--- config.mk ---
export PLATFORM = sky130hd
export DESIGN_NAME = step_precedence_constraint_store_top
export DESIGN_NICKNAME = d
export VERILOG_FILES = /design/src/rtl/psc_pkg.sv /design/src/rtl/psc_row_mem.sv /design/src/rtl/psc_ctrl.sv /design/src/rtl/step_precedence_constraint_store_top.sv
export SDC_FILE = /design/constraint.sdc
export NUM_CORES = 2
export LEC_CHECK = 0
export BUFFER_PORTS_ARGS = -buffer_cell sky130_fd_sc_hd__buf_2
export CAP_MARGIN = 20
export CORE_MARGIN = 3
export CORE_UTILIZATION = 37
export DETAILED_ROUTE_END_ITERATION = 8
export MAX_ROUTING_LAYER = met4
export PLACE_DENSITY = 0.48
export SETUP_SLACK_MARGIN = 0.4
export SYNTH_ARGS = -nofsm -noshare
export SYNTH_HDL_FRONTEND = slang
export SYNTH_HIERARCHICAL = 1
export SYNTH_SLANG_ARGS = --single-unit
export TNS_END_PERCENT = 30
--- constraint.sdc ---
create_clock -name clk_i -period 18.2 [get_ports clk_i]
set_input_delay 0 -clock clk_i [delete_from_list [all_inputs] [get_ports clk_i]]
set_output_delay 0 -clock clk_i [all_outputs]
set_load 0.05 [all_outputs]
--- src/rtl/psc_pkg.sv ---
`timescale 1ns / 1ps

package psc_pkg;

  localparam int CMD_W = 3;
  localparam int ID_W  = 6;

  // command codes
  localparam logic [CMD_W-1:0] CMD_ADD    = 3'd0;
  localparam logic [CMD_W-1:0] CMD_PREC   = 3'd1;
  localparam logic [CMD_W-1:0] CMD_FOLLOW = 3'd2;
  localparam logic [CMD_W-1:0] CMD_CONC   = 3'd3;
  localparam logic [CMD_W-1:0] CMD_BEFORE = 3'd4;
  localparam logic [CMD_W-1:0] CMD_AFTER  = 3'd5;

  typedef enum logic [11:0] {
    S_IDLE    = 12'b0000_0000_0001,
    S_TEST1   = 12'b0000_0000_0010,
    S_TEST2   = 12'b0000_0000_0100,
    S_CLR_IMP = 12'b0000_0000_1000,
    S_ADD_CLR = 12'b0000_0001_0000,
    S_ADD_P   = 12'b0000_0010_0000,
    S_ADD_F1  = 12'b0000_0100_0000,
    S_ADD_F1C = 12'b0000_1000_0000,
    S_ADD_Q   = 12'b0001_0000_0000,
    S_ADD_P2  = 12'b0010_0000_0000,
    S_ADD_P2C = 12'b0100_0000_0000,
    S_DONE    = 12'b1000_0000_0000
  } state_e;

  typedef struct packed {
    logic idle;
    logic done;
    logic ok;
  } ctrl_status_t;

endpackage

--- src/rtl/psc_row_mem.sv ---
`timescale 1ns / 1ps

// Row memory, one row per step. Rows never written read as all ones.
module psc_row_mem #(
  parameter int STEPS = 64
) (
  input  logic                     clk_i,
  input  logic                     rst_ni,
  input  logic                     rd_en_i,
  input  logic [$clog2(STEPS)-1:0] rd_row_i,
  input  logic                     wr_en_i,
  input  logic [$clog2(STEPS)-1:0] wr_row_i,
  input  logic [STEPS-1:0]         wr_data_i,
  output logic [STEPS-1:0]         rd_data_o
);

  logic [STEPS-1:0] mem_q [STEPS];
  logic [STEPS-1:0] row_valid_q;
  logic [STEPS-1:0] rd_data_q;
  logic             rd_vld_q;

  always_ff @(posedge clk_i) begin
    if (wr_en_i) begin
      mem_q[wr_row_i] <= wr_data_i;
    end
    if (rd_en_i) begin
      rd_data_q <= mem_q[rd_row_i];
      rd_vld_q  <= row_valid_q[rd_row_i];
    end
  end

  always_ff @(posedge clk_i or negedge rst_ni) begin
    if (!rst_ni) begin
      row_valid_q <= '0;
    end else if (wr_en_i) begin
      row_valid_q[wr_row_i] <= 1'b1;
    end
  end

  assign rd_data_o = rd_vld_q ? rd_data_q : '1;

endmodule

--- src/rtl/psc_ctrl.sv ---
`timescale 1ns / 1ps

// Sequencer plus the shared bit test / bit clear unit.
// Every work state reads one row, then tests or clears one bit of it.
module psc_ctrl #(
  parameter int STEPS = 64
) (
  input  logic                       clk_i,
  input  logic                       rst_ni,
  input  logic                       start_i,
  input  logic [psc_pkg::CMD_W-1:0]  cmd_i,
  input  logic [psc_pkg::ID_W-1:0]   first_id_i,
  input  logic [psc_pkg::ID_W-1:0]   second_id_i,
  input  logic                       res_ready_i,
  output psc_pkg::ctrl_status_t      status_o,
  output logic                       rd_en_o,
  output logic [$clog2(STEPS)-1:0]   rd_row_o,
  output logic                       wr_en_o,
  output logic [$clog2(STEPS)-1:0]   wr_row_o,
  output logic [STEPS-1:0]           wr_data_o,
  input  logic [STEPS-1:0]           rd_data_i
);

  localparam int RW = $clog2(STEPS);
  localparam logic [RW-1:0] LAST = RW'(STEPS - 1);

  psc_pkg::state_e state_q, state_d;
  logic                      wait_q, wait_d;
  logic [psc_pkg::CMD_W-1:0] cmd_q, cmd_d;
  logic [psc_pkg::ID_W-1:0]  f_q, f_d, s_q, s_d;
  logic [RW-1:0]             i_q, i_d;
  logic                      ok_q, ok_d;

  logic [RW-1:0] row_f, row_s, row, col;
  logic          is_clear, bit_val, i_eq_a, i_eq_b, in_range, ids_eq;

  assign row_f  = RW'(f_q);
  assign row_s  = RW'(s_q);
  assign i_eq_a = (i_q == row_s);
  assign i_eq_b = (i_q == row_f);

  assign in_range = (32'(first_id_i) < 32'(STEPS)) && (32'(second_id_i) < 32'(STEPS));
  assign ids_eq   = (first_id_i == second_id_i);

  // address of the bit handled in this state
  always_comb begin
    row      = row_f;
    col      = row_s;
    is_clear = 1'b0;
    case (state_q)
      psc_pkg::S_TEST1: begin
        if (cmd_q inside {psc_pkg::CMD_FOLLOW, psc_pkg::CMD_AFTER}) begin
          row = row_s;
          col = row_f;
        end
      end
      psc_pkg::S_TEST2: begin
        row = row_s;
        col = row_f;
      end
      psc_pkg::S_CLR_IMP: begin
        is_clear = 1'b1;
        if (cmd_q == psc_pkg::CMD_BEFORE) begin
          row = row_s;
          col = row_f;
        end
      end
      psc_pkg::S_ADD_CLR: begin
        is_clear = 1'b1;
        row      = row_s;
        col      = row_f;
      end
      psc_pkg::S_ADD_P, psc_pkg::S_ADD_P2: begin
        row = i_q;
        col = row_s;
      end
      psc_pkg::S_ADD_F1, psc_pkg::S_ADD_Q: begin
        row = row_f;
        col = i_q;
      end
      psc_pkg::S_ADD_F1C: begin
        is_clear = 1'b1;
        row      = i_q;
        col      = row_f;
      end
      psc_pkg::S_ADD_P2C: begin
        is_clear = 1'b1;
        row      = row_s;
        col      = i_q;
      end
      default: ;
    endcase
  end

  // shared bit unit
  assign bit_val   = rd_data_i[col];
  assign wr_data_o = rd_data_i & ~(STEPS'(1) << col);
  assign wr_row_o  = row;
  assign rd_row_o  = row;

  assign rd_en_o = !wait_q && (state_q != psc_pkg::S_IDLE) && (state_q != psc_pkg::S_DONE);
  assign wr_en_o = wait_q && is_clear;

  always_comb begin
    state_d = state_q;
    wait_d  = wait_q;
    cmd_d   = cmd_q;
    f_d     = f_q;
    s_d     = s_q;
    i_d     = i_q;
    ok_d    = ok_q;
    case (state_q)
      psc_pkg::S_IDLE: begin
        if (start_i) begin
          cmd_d   = cmd_i;
          f_d     = first_id_i;
          s_d     = second_id_i;
          wait_d  = 1'b0;
          state_d = psc_pkg::S_DONE;
          case (cmd_i)
            psc_pkg::CMD_ADD: begin
              ok_d = 1'b0;
              if (in_range) state_d = psc_pkg::S_ADD_CLR;
            end
            psc_pkg::CMD_PREC, psc_pkg::CMD_FOLLOW: begin
              ok_d = !in_range;
              if (in_range && !ids_eq) state_d = psc_pkg::S_TEST1;
            end
            psc_pkg::CMD_CONC: begin
              ok_d = 1'b1;
              if (in_range && !ids_eq) state_d = psc_pkg::S_TEST1;
            end
            psc_pkg::CMD_BEFORE, psc_pkg::CMD_AFTER: begin
              ok_d = 1'b0;
              if (in_range && !ids_eq) state_d = psc_pkg::S_TEST1;
            end
            default: ok_d = 1'b0;
          endcase
        end
      end
      psc_pkg::S_DONE: begin
        if (res_ready_i) state_d = psc_pkg::S_IDLE;
      end
      default: begin
        if (!wait_q) begin
          wait_d = 1'b1;
        end else begin
          wait_d = 1'b0;
          case (state_q)
            psc_pkg::S_TEST1: begin
              ok_d    = bit_val;
              state_d = psc_pkg::S_DONE;
              if (bit_val) begin
                case (cmd_q)
                  psc_pkg::CMD_CONC:   state_d = psc_pkg::S_TEST2;
                  psc_pkg::CMD_BEFORE: state_d = psc_pkg::S_CLR_IMP;
                  psc_pkg::CMD_AFTER:  state_d = psc_pkg::S_CLR_IMP;
                  default:             state_d = psc_pkg::S_DONE;
                endcase
              end
            end
            psc_pkg::S_TEST2: begin
              ok_d    = bit_val;
              state_d = psc_pkg::S_DONE;
            end
            psc_pkg::S_CLR_IMP: begin
              ok_d    = 1'b1;
              state_d = psc_pkg::S_DONE;
            end
            psc_pkg::S_ADD_CLR: begin
              i_d     = '0;
              state_d = psc_pkg::S_ADD_P;
            end
            psc_pkg::S_ADD_P: begin
              // step i not able to precede a: it must come after b
              state_d = (i_eq_a || !bit_val) ? psc_pkg::S_ADD_F1 : psc_pkg::S_ADD_Q;
            end
            psc_pkg::S_ADD_F1: begin
              if (i_eq_b || !bit_val) begin
                ok_d    = 1'b0;
                state_d = psc_pkg::S_DONE;
              end else begin
                state_d = psc_pkg::S_ADD_F1C;
              end
            end
            psc_pkg::S_ADD_F1C: state_d = psc_pkg::S_ADD_Q;
            psc_pkg::S_ADD_Q: begin
              // step i not able to follow b: it must come before a
              if (i_eq_b || !bit_val) begin
                state_d = psc_pkg::S_ADD_P2;
              end else if (i_q == LAST) begin
                ok_d    = 1'b1;
                state_d = psc_pkg::S_DONE;
              end else begin
                i_d     = i_q + RW'(1);
                state_d = psc_pkg::S_ADD_P;
              end
            end
            psc_pkg::S_ADD_P2: begin
              if (i_eq_a || !bit_val) begin
                ok_d    = 1'b0;
                state_d = psc_pkg::S_DONE;
              end else begin
                state_d = psc_pkg::S_ADD_P2C;
              end
            end
            psc_pkg::S_ADD_P2C: begin
              if (i_q == LAST) begin
                ok_d    = 1'b1;
                state_d = psc_pkg::S_DONE;
              end else begin
                i_d     = i_q + RW'(1);
                state_d = psc_pkg::S_ADD_P;
              end
            end
            default: state_d = psc_pkg::S_IDLE;
          endcase
        end
      end
    endcase
  end

  always_ff @(posedge clk_i or negedge rst_ni) begin
    if (!rst_ni) begin
      state_q <= psc_pkg::S_IDLE;
      wait_q  <= 1'b0;
    end else begin
      state_q <= state_d;
      wait_q  <= wait_d;
    end
  end

  always_ff @(posedge clk_i) begin
    cmd_q <= cmd_d;
    f_q   <= f_d;
    s_q   <= s_d;
    i_q   <= i_d;
    ok_q  <= ok_d;
  end

  assign status_o.idle = (state_q == psc_pkg::S_IDLE);
  assign status_o.done = (state_q == psc_pkg::S_DONE) && res_ready_i;
  assign status_o.ok   = ok_q;

endmodule

--- src/rtl/step_precedence_constraint_store_top.sv ---
`timescale 1ns / 1ps

// Channel  | Dir | Handshake               | Payload
// ---------+-----+-------------------------+-----------------------------------
// in       | in  | in_valid_i / in_stall_o | cmd_i[2:0], first_id_i, second_id_i
// out      | out | out_valid_o/ out_stall_i| ok_o
//
// One request at a time. The answer register loads as the sequencer returns to
// idle, before the next request can be accepted. Bad-id, unused-command and
// equal-id query or impose requests go straight to done; other requests read
// a memory row, then test or write back one bit of it, per step. Add ordering
// walks every step row, ending early on a conflict. Reset marks all rows
// unwritten (all ones). A held answer under out_stall_i keeps the sequencer done.
module step_precedence_constraint_store_top #(
  parameter int STEPS = 64
) (
  input  logic                      clk_i,
  input  logic                      rst_ni,
  input  logic                      in_valid_i,
  output logic                      in_stall_o,
  input  logic [psc_pkg::CMD_W-1:0] cmd_i,
  input  logic [psc_pkg::ID_W-1:0]  first_id_i,
  input  logic [psc_pkg::ID_W-1:0]  second_id_i,
  output logic                      out_valid_o,
  input  logic                      out_stall_i,
  output logic                      ok_o
);

  localparam int RW = $clog2(STEPS);

  psc_pkg::ctrl_status_t status;
  logic                  start, res_ready;
  logic                  out_valid_q, ok_q;

  logic             rd_en, wr_en;
  logic [RW-1:0]    rd_row, wr_row;
  logic [STEPS-1:0] wr_data, rd_data;

  // busy while a request is in the sequencer
  assign in_stall_o = !status.idle;
  assign start      = in_valid_i && !in_stall_o;
  assign res_ready  = !out_valid_q || !out_stall_i;

  psc_ctrl #(
    .STEPS(STEPS)
  ) u_ctrl (
    .clk_i      (clk_i),
    .rst_ni     (rst_ni),
    .start_i    (start),
    .cmd_i      (cmd_i),
    .first_id_i (first_id_i),
    .second_id_i(second_id_i),
    .res_ready_i(res_ready),
    .status_o   (status),
    .rd_en_o    (rd_en),
    .rd_row_o   (rd_row),
    .wr_en_o    (wr_en),
    .wr_row_o   (wr_row),
    .wr_data_o  (wr_data),
    .rd_data_i  (rd_data)
  );

  psc_row_mem #(
    .STEPS(STEPS)
  ) u_mem (
    .clk_i    (clk_i),
    .rst_ni   (rst_ni),
    .rd_en_i  (rd_en),
    .rd_row_i (rd_row),
    .wr_en_i  (wr_en),
    .wr_row_i (wr_row),
    .wr_data_i(wr_data),
    .rd_data_o(rd_data)
  );

  // output register
  always_ff @(posedge clk_i or negedge rst_ni) begin
    if (!rst_ni) begin
      out_valid_q <= 1'b0;
    end else if (status.done) begin
      out_valid_q <= 1'b1;
    end else if (!out_stall_i) begin
      out_valid_q <= 1'b0;
    end
  end

  always_ff @(posedge clk_i) begin
    if (status.done) begin
      ok_q <= status.ok;
    end
  end

  assign out_valid_o = out_valid_q;
  assign ok_o        = ok_q;

endmodule
Word-level counts from Yosys, hierarchy flattened
Memories as Yosys holds them, arrays and structs flattened. A register that Yosys moved wholly into a read port is not among the register bits.
Cells that the tools add are included.
- add/sub/neg operators: 1
- $mul: 0
- divide/modulo/power cells: 0
- magnitude comparators: 3
- eq/ne operators: 34
- shift operators: 1
- multiplexer cells: 47
- bitwise operators: 5
- reduce and logical (&&, ||, !) cells: 35
- operator list (kind ; number):
    $mux 12 ; 9
    $pmux 12 s9 ; 1
    $pmux 12 s2 ; 3
    $and 64x64->64 ; 1
    $mux 64 ; 1
    $not 64->64 ; 1
    $or 64x64->64 ; 1
    $shl 1x6->64 const A ; 1
    $pmux 6 s4 ; 2
    $mux 6 ; 6
    $eq 6x6->1 ; 3
    $pmux 6 s3 ; 1
    $mux 1 ; 17
    $lt 6x7->1 const B ; 2
    $bmux 1 s6 ; 2
    $eq 12x1->1 const B ; 1
    $eq 12x10->1 const B ; 1
    $eq 12x11->1 const B ; 1
    $eq 12x12->1 const B ; 1
    $eq 12x2->1 const B ; 1
    $eq 12x3->1 const B ; 1
    $eq 12x4->1 const B ; 1
    $eq 12x5->1 const B ; 1
    $eq 12x6->1 const B ; 1
    35 further kinds ; 66
- register bits: 102
- bits in latches: 0
- bits in writable memories: 4096
- bits in read-only memories: 0
- output and inout port bits: 3
- word-level logic and storage cells: 138
- memories: 1
- memories (name ; words ; bits a word ; read ports ; clocked after Yosys merged registers in ; write ports ; RTL line ; text):
    u_mem.mem_q ; 64 ; 64 ; 1 ; 1 ; 1 ; psc_row_mem.sv:17 ; logic [STEPS-1:0] mem_q [STEPS];

Longest topological paths before layout
- word-level depth: 12
- depth in mapped cells: 20

Cells and area by module
The synthesis kept the hierarchy.
- modules (own cells, without submodules) (module ; times used ; cells each ; area each (µm²)):
    psc_row_mem ; 1 ; 6746 ; 159376.6
    psc_ctrl ; 1 ; 551 ; 4468.0
    step_precedence_constraint_store_top ; 1 ; 6 ; 76.3

Worst setup path before layout
Ideal clock, no wire load.
- path kind: flip-flop to flip-flop
- start point: register u_ctrl.state_q[5]
- end point: memory u_mem.mem_q[40][0], enable pin
- setup time: 565 ps
- arrival time: 8115 ps
- required time: 17635 ps
- slack: 9521 ps
- stages on the path, launching flop included: 18
- path buffers: 4
- period minus slack after synthesis: 8679 ps
- cell sequence: dfrtp_1 > buf_4 > or4_1 > buf_2 > nor4_1 > nor3b_1 > inv_1 > o41ai_1 > nand3b_1 > o22ai_1 > a222oi_1 > inv_1 > buf_4 > clkbuf_1 > nor2b_1 > nand3_1 > or2_2 > nor3_1
- elaborated cells between the ends (all ways): 16
- RTL lines (item ; RTL line ; text):
    start: declaration ; psc_ctrl.sv:27 ; psc_pkg::state_e state_q, state_d;
    start signal: assignment ; psc_ctrl.sv:225 ; state_q <= psc_pkg::S_IDLE;
    start signal: assignment ; psc_ctrl.sv:228 ; state_q <= state_d;
    $eq 12x3->1 (tied with other cells) ; psc_ctrl.sv:50 ; case (state_q)
    $reduce_or 3->1 (no source line) ; n/a ;
    $pmux 6 s4 * ; psc_ctrl.sv:50 ;
    named net rd_row[4] ; step_precedence_constraint_store_top.sv:36 ; logic [RW-1:0] rd_row, wr_row;
    end: declaration ; psc_row_mem.sv:17 ;
Mark *: on every way through the listed nets, which the timed path passes. The rest lies on a longest branch.

Worst setup path in the final report
- start point: register u_ctrl.state_q[4]
- end point: register u_mem.rd_data_q[19], read port of u_mem.mem_q (data pin)
- word-level cells in the longest chain between the ends: 3
- elaborated cells between the ends (all ways): 15
- ends and longest elaborated chain (item ; RTL line ; text):
    $eq 12x3->1 (tied with other cells) ; psc_ctrl.sv:50 ;
    $reduce_or 3->1 (no source line) ; n/a ;
    $pmux 6 s4 * ; psc_ctrl.sv:50 ;
    named net rd_row[0] ; step_precedence_constraint_store_top.sv:36 ;
    end: declaration ; psc_row_mem.sv:19 ; logic [STEPS-1:0] rd_data_q;
Marks and branches as above.
A chain may end at the register's enable or synchronous reset.

==> flow_metrics.py <==
metrics = {
    "run_status": {
        "status": "finished clean",
    },
    "die": {
        "die_w_um": 672,
        "die_h_um": 672,
        "fp.dieArea_um2": 451000,
        "core-area_um2": 440000,
        "io_pins": 22,
        "row_count": 243,
        "start_util": 0.373,
    },
    "clocking": {
        "cts_tree": "done",
        "clk_path_buf_depth": 4,
        "cts.repair.resized": 0,
        "postCtsSetupBuffers": 0,
        "cts_hold_buf": 39,
        "cts_sinks": 4262,
        "htree_levels": 5,
        "numCtsBuffers": 453,
        "path_clk_slew_ns": 0.06,
        "insertion_delay_ns": 1.00,
        "cts_root_buffer": "clkbuf_16",
    },
    "sta": {
        "finalClockSkew_ns": 0.0514,
        "fin_crit_sh": 0.492,
        "rsz0062_at_grt": "no",
        "finalCriticalPeriod_ns": 8.95,
        "hold_viol": 0,
        "slew_violations": 0,
        "setup-tns-final_ns": 0,
        "fmax_ghz": 0.112,
        "slew_headroom": 0.162,
        "tightest_slew_ns": 1.26,
        "setup_viol": 0,
        "whs_ns": 0.212,
    },
    "synthesis": {
        "netlist_area_um2": 164000,
        "synth_top_area_frac": 0.766,
        "synth_fp_nets": 7323,
        "async_flop_share": 0.0183,
        "yosys.area.top_type": "edfxtp_1",
        "synth_area_per_cell_um2": 22.4,
        "netlist_instances": 7303,
        "synth.distinct_cells": 92,
        "synthTopCellsByCount": "edfxtp_1 (4184), mux4_2 (1040), a22oi_1 (262), buf_2 (192), nor2_1 (168)",
        "synth_edf_count": 4184,
        "synth_seq_cells": 4262,
        "synthTopCellsByArea": "edfxtp_1 (77%), mux4_2 (14%), a22oi_1 (1.2%), dfrtp_1 (1.2%), buf_2 (0.59%)",
        "yosysMostFrequentCell": "edfxtp_1",
        "ys.flop_type": "edfxtp_1",
        "ys_seq_area_frac": 0.778,
        "yosysWarnings": 6,
    },
    "power": {
        "powerDensity_nw_per_um2": 141,
        "leakagePower_nw": 58.1,
        "p_total_mw": 26.4,
        "irDropWorstVdd_uv": 97.8,
    },
    "global_routing": {
        "grt_start_max_net_pins": 111,
        "grt_util_all_layers": 0.247,
        "first_global_vias": 84334,
        "antenna_found_initial": 42,
        "grt_pass1_wl_um": 745000,
        "overflow": 0,
    },
    "critical_path": {
        "worst-r2r-cell-count": 16,
        "cp_max_fo": 92,
        "reg2reg_slack_ns": 9.25,
        "critical_path_class": "reg -> reg",
        "required_ns": 18.92,
        "r2r_start": "u_ctrl/state_q[4]",
        "worstSetupEndpointType": "flop",
        "crit_arrival_ns": 9.67,
        "startpoint_type": "flop",
        "reg2reg_to": "u_mem/rd_data_q[19]",
    },
    "place": {
        "numPortBuffers": 21,
        "place_congestion": 0.905,
        "dp_cells": 13106,
        "dp_hpwl_um": 291000,
    },
    "route": {
        "drt-initial-drc-count": 12806,
        "detail_route.wirelength_um": 548000,
        "vias": 84284,
        "viasPerCell": 6.03,
        "antenna_left": 0,
        "drt-pass1-iter-count": 8,
        "routedWlPerCell_um": 39.2,
        "drc": 0,
    },
    "finish": {
        "drive_gt1_frac": 0.281,
        "stdcell_count": 13984,
        "multi_input_area_um2": 35300,
        "syn2layout_area_growth_pct": 14.6,
        "seq_area_um2": 128000,
        "layout.nets": 7745,
        "fillers": 37826,
    },
    "min_path": {
        "holdPathEnd": "u_ctrl/state_q[11]",
        "whs_path_depth": 5,
        "min_from": "cmd_i[2]",
        "hold_path.class": "in -> reg",
    },
    "job": {
        "maxCapViolations": 0,
    },
}
-- layer usage --
metal / share of wire / vias to the layer above / GRT usage / wire length (µm)
met1: 0.41 / 46921 / 0.341 / 226000
met2: 0.48 / 4277 / 0.387 / 261000
met4: 0.032 / 0 / 0.0672 / 17400
li1: - / 32220 / - / -
met5: 0 / - / - / 0
met3: 0.080 / 866 / 0.0363 / 43800
-- power by group --
part           internal [mW]  total (mW)  switching (mW)  leakage (nW)
clock                   5.03        8.90            3.87          6.91
combinational           1.46        5.05            3.59          13.1
sequential              12.3        12.5           0.131          38.0
-- stage by stage --
stage / utilization / setup WS, ns / area [µm²]
6_report: 0.427 / 9.25 / 188000
5_1_grt: 0.427 / 8.52 / 188000
4_1_cts: 0.427 / 9.16 / 188000
3_5_place_dp: 0.394 / 9.21 / 173000
3_3_place_gp: 0.394 / 9.30 / 173000
2_1_floorplan: - / 9.52 / 164000
-- sequential cells by signal, summed over array words and instances, names as in the netlist --
| signal | cells |
|---|---|
| out_valid_o | 1 |
| u_ctrl/state_q | 12 |
| u_mem/row_valid_q | 64 |
| u_ctrl/cmd_q | 3 |
| u_mem/rd_data_q | 64 |
| u_ctrl/ok_q | 1 |
| u_ctrl/f_q | 6 |
| u_mem/rd_vld_q | 1 |
| u_ctrl/row_s | 6 |
| u_ctrl/i_q | 6 |
| u_ctrl/wait_q | 1 |
| u_mem/mem_q | 4096 |
| ok_o | 1 |
-- critical path, cell delays in order (launching register included) --
cell and delay, ns:
dfrtp_1 0.53, or4_1 0.72, nor4_1 0.54, nor3b_1 0.51
inv_1 0.13, o41ai_1 0.25, a222oi_1 0.44, inv_8 0.43
buf_4 0.65, buf_4 0.72, buf_12 0.66, buf_12 0.54
buf_4 0.85, mux4_2 0.60, o221ai_1 0.27, nor2_1 0.15
o211a_1 0.24
-- cells by family after synthesis --
kind of cell    after synthesis  share of synthesized area
xor+xnor                     30                    0.00160
buf+inv                     469                     0.0140
compound gates              794                     0.0373
mux                        1127                      0.148
fa+ha+maj                     1                  0.0000763
simple gates                620                     0.0205
flops                      4262                      0.778
-- cell type report --
class | instances | area share
diodes | 12 | 0.000160
clock buffers | 556 | 0.0634
flip-flops and latches | 4262 | 0.679
multi-input cells | 2572 | 0.188
repair buffers | 396 | 0.0172
clock inverters | 266 | 0.0120
inverters | 40 | 0.000946
well taps | 5880 | 0.0392
-- worst max-delay path by stage --
stage	startpoint	end	cells past startpoint	slack, ns
final	u_ctrl/state_q[4]	u_mem/rd_data_q[19]	16	9.25
after floorplan	u_ctrl/state_q[5]	u_mem/mem_q[40][0]	17	9.52
after detailed placement	u_ctrl/state_q[4]	u_mem/rd_data_q[19]	16	9.21
after global placement	u_ctrl/state_q[4]	u_mem/rd_data_q[19]	16	9.30
after global routing	u_ctrl/state_q[4]	u_mem/rd_data_q[19]	16	8.52
after CTS	u_ctrl/state_q[4]	u_mem/rd_data_q[19]	16	9.16
-- layout by cell type, fill, tap and decap left out, types with 88 or more instances in the layout --
cell type  netlist  final
a211oi_1        93     93
a22oi_1        262    262
buf_4           41    320
clkbuf_1       146     91
clkbuf_16        0    459
clkinv_1         0    110
clkinv_2         0     88
edfxtp_1      4184   4184
mux4_2        1040   1040
nand3_1        125    125
nor2_1         168     98
o22ai_1        131    131
No activity file was read; power rests on OpenSTA's default activity.
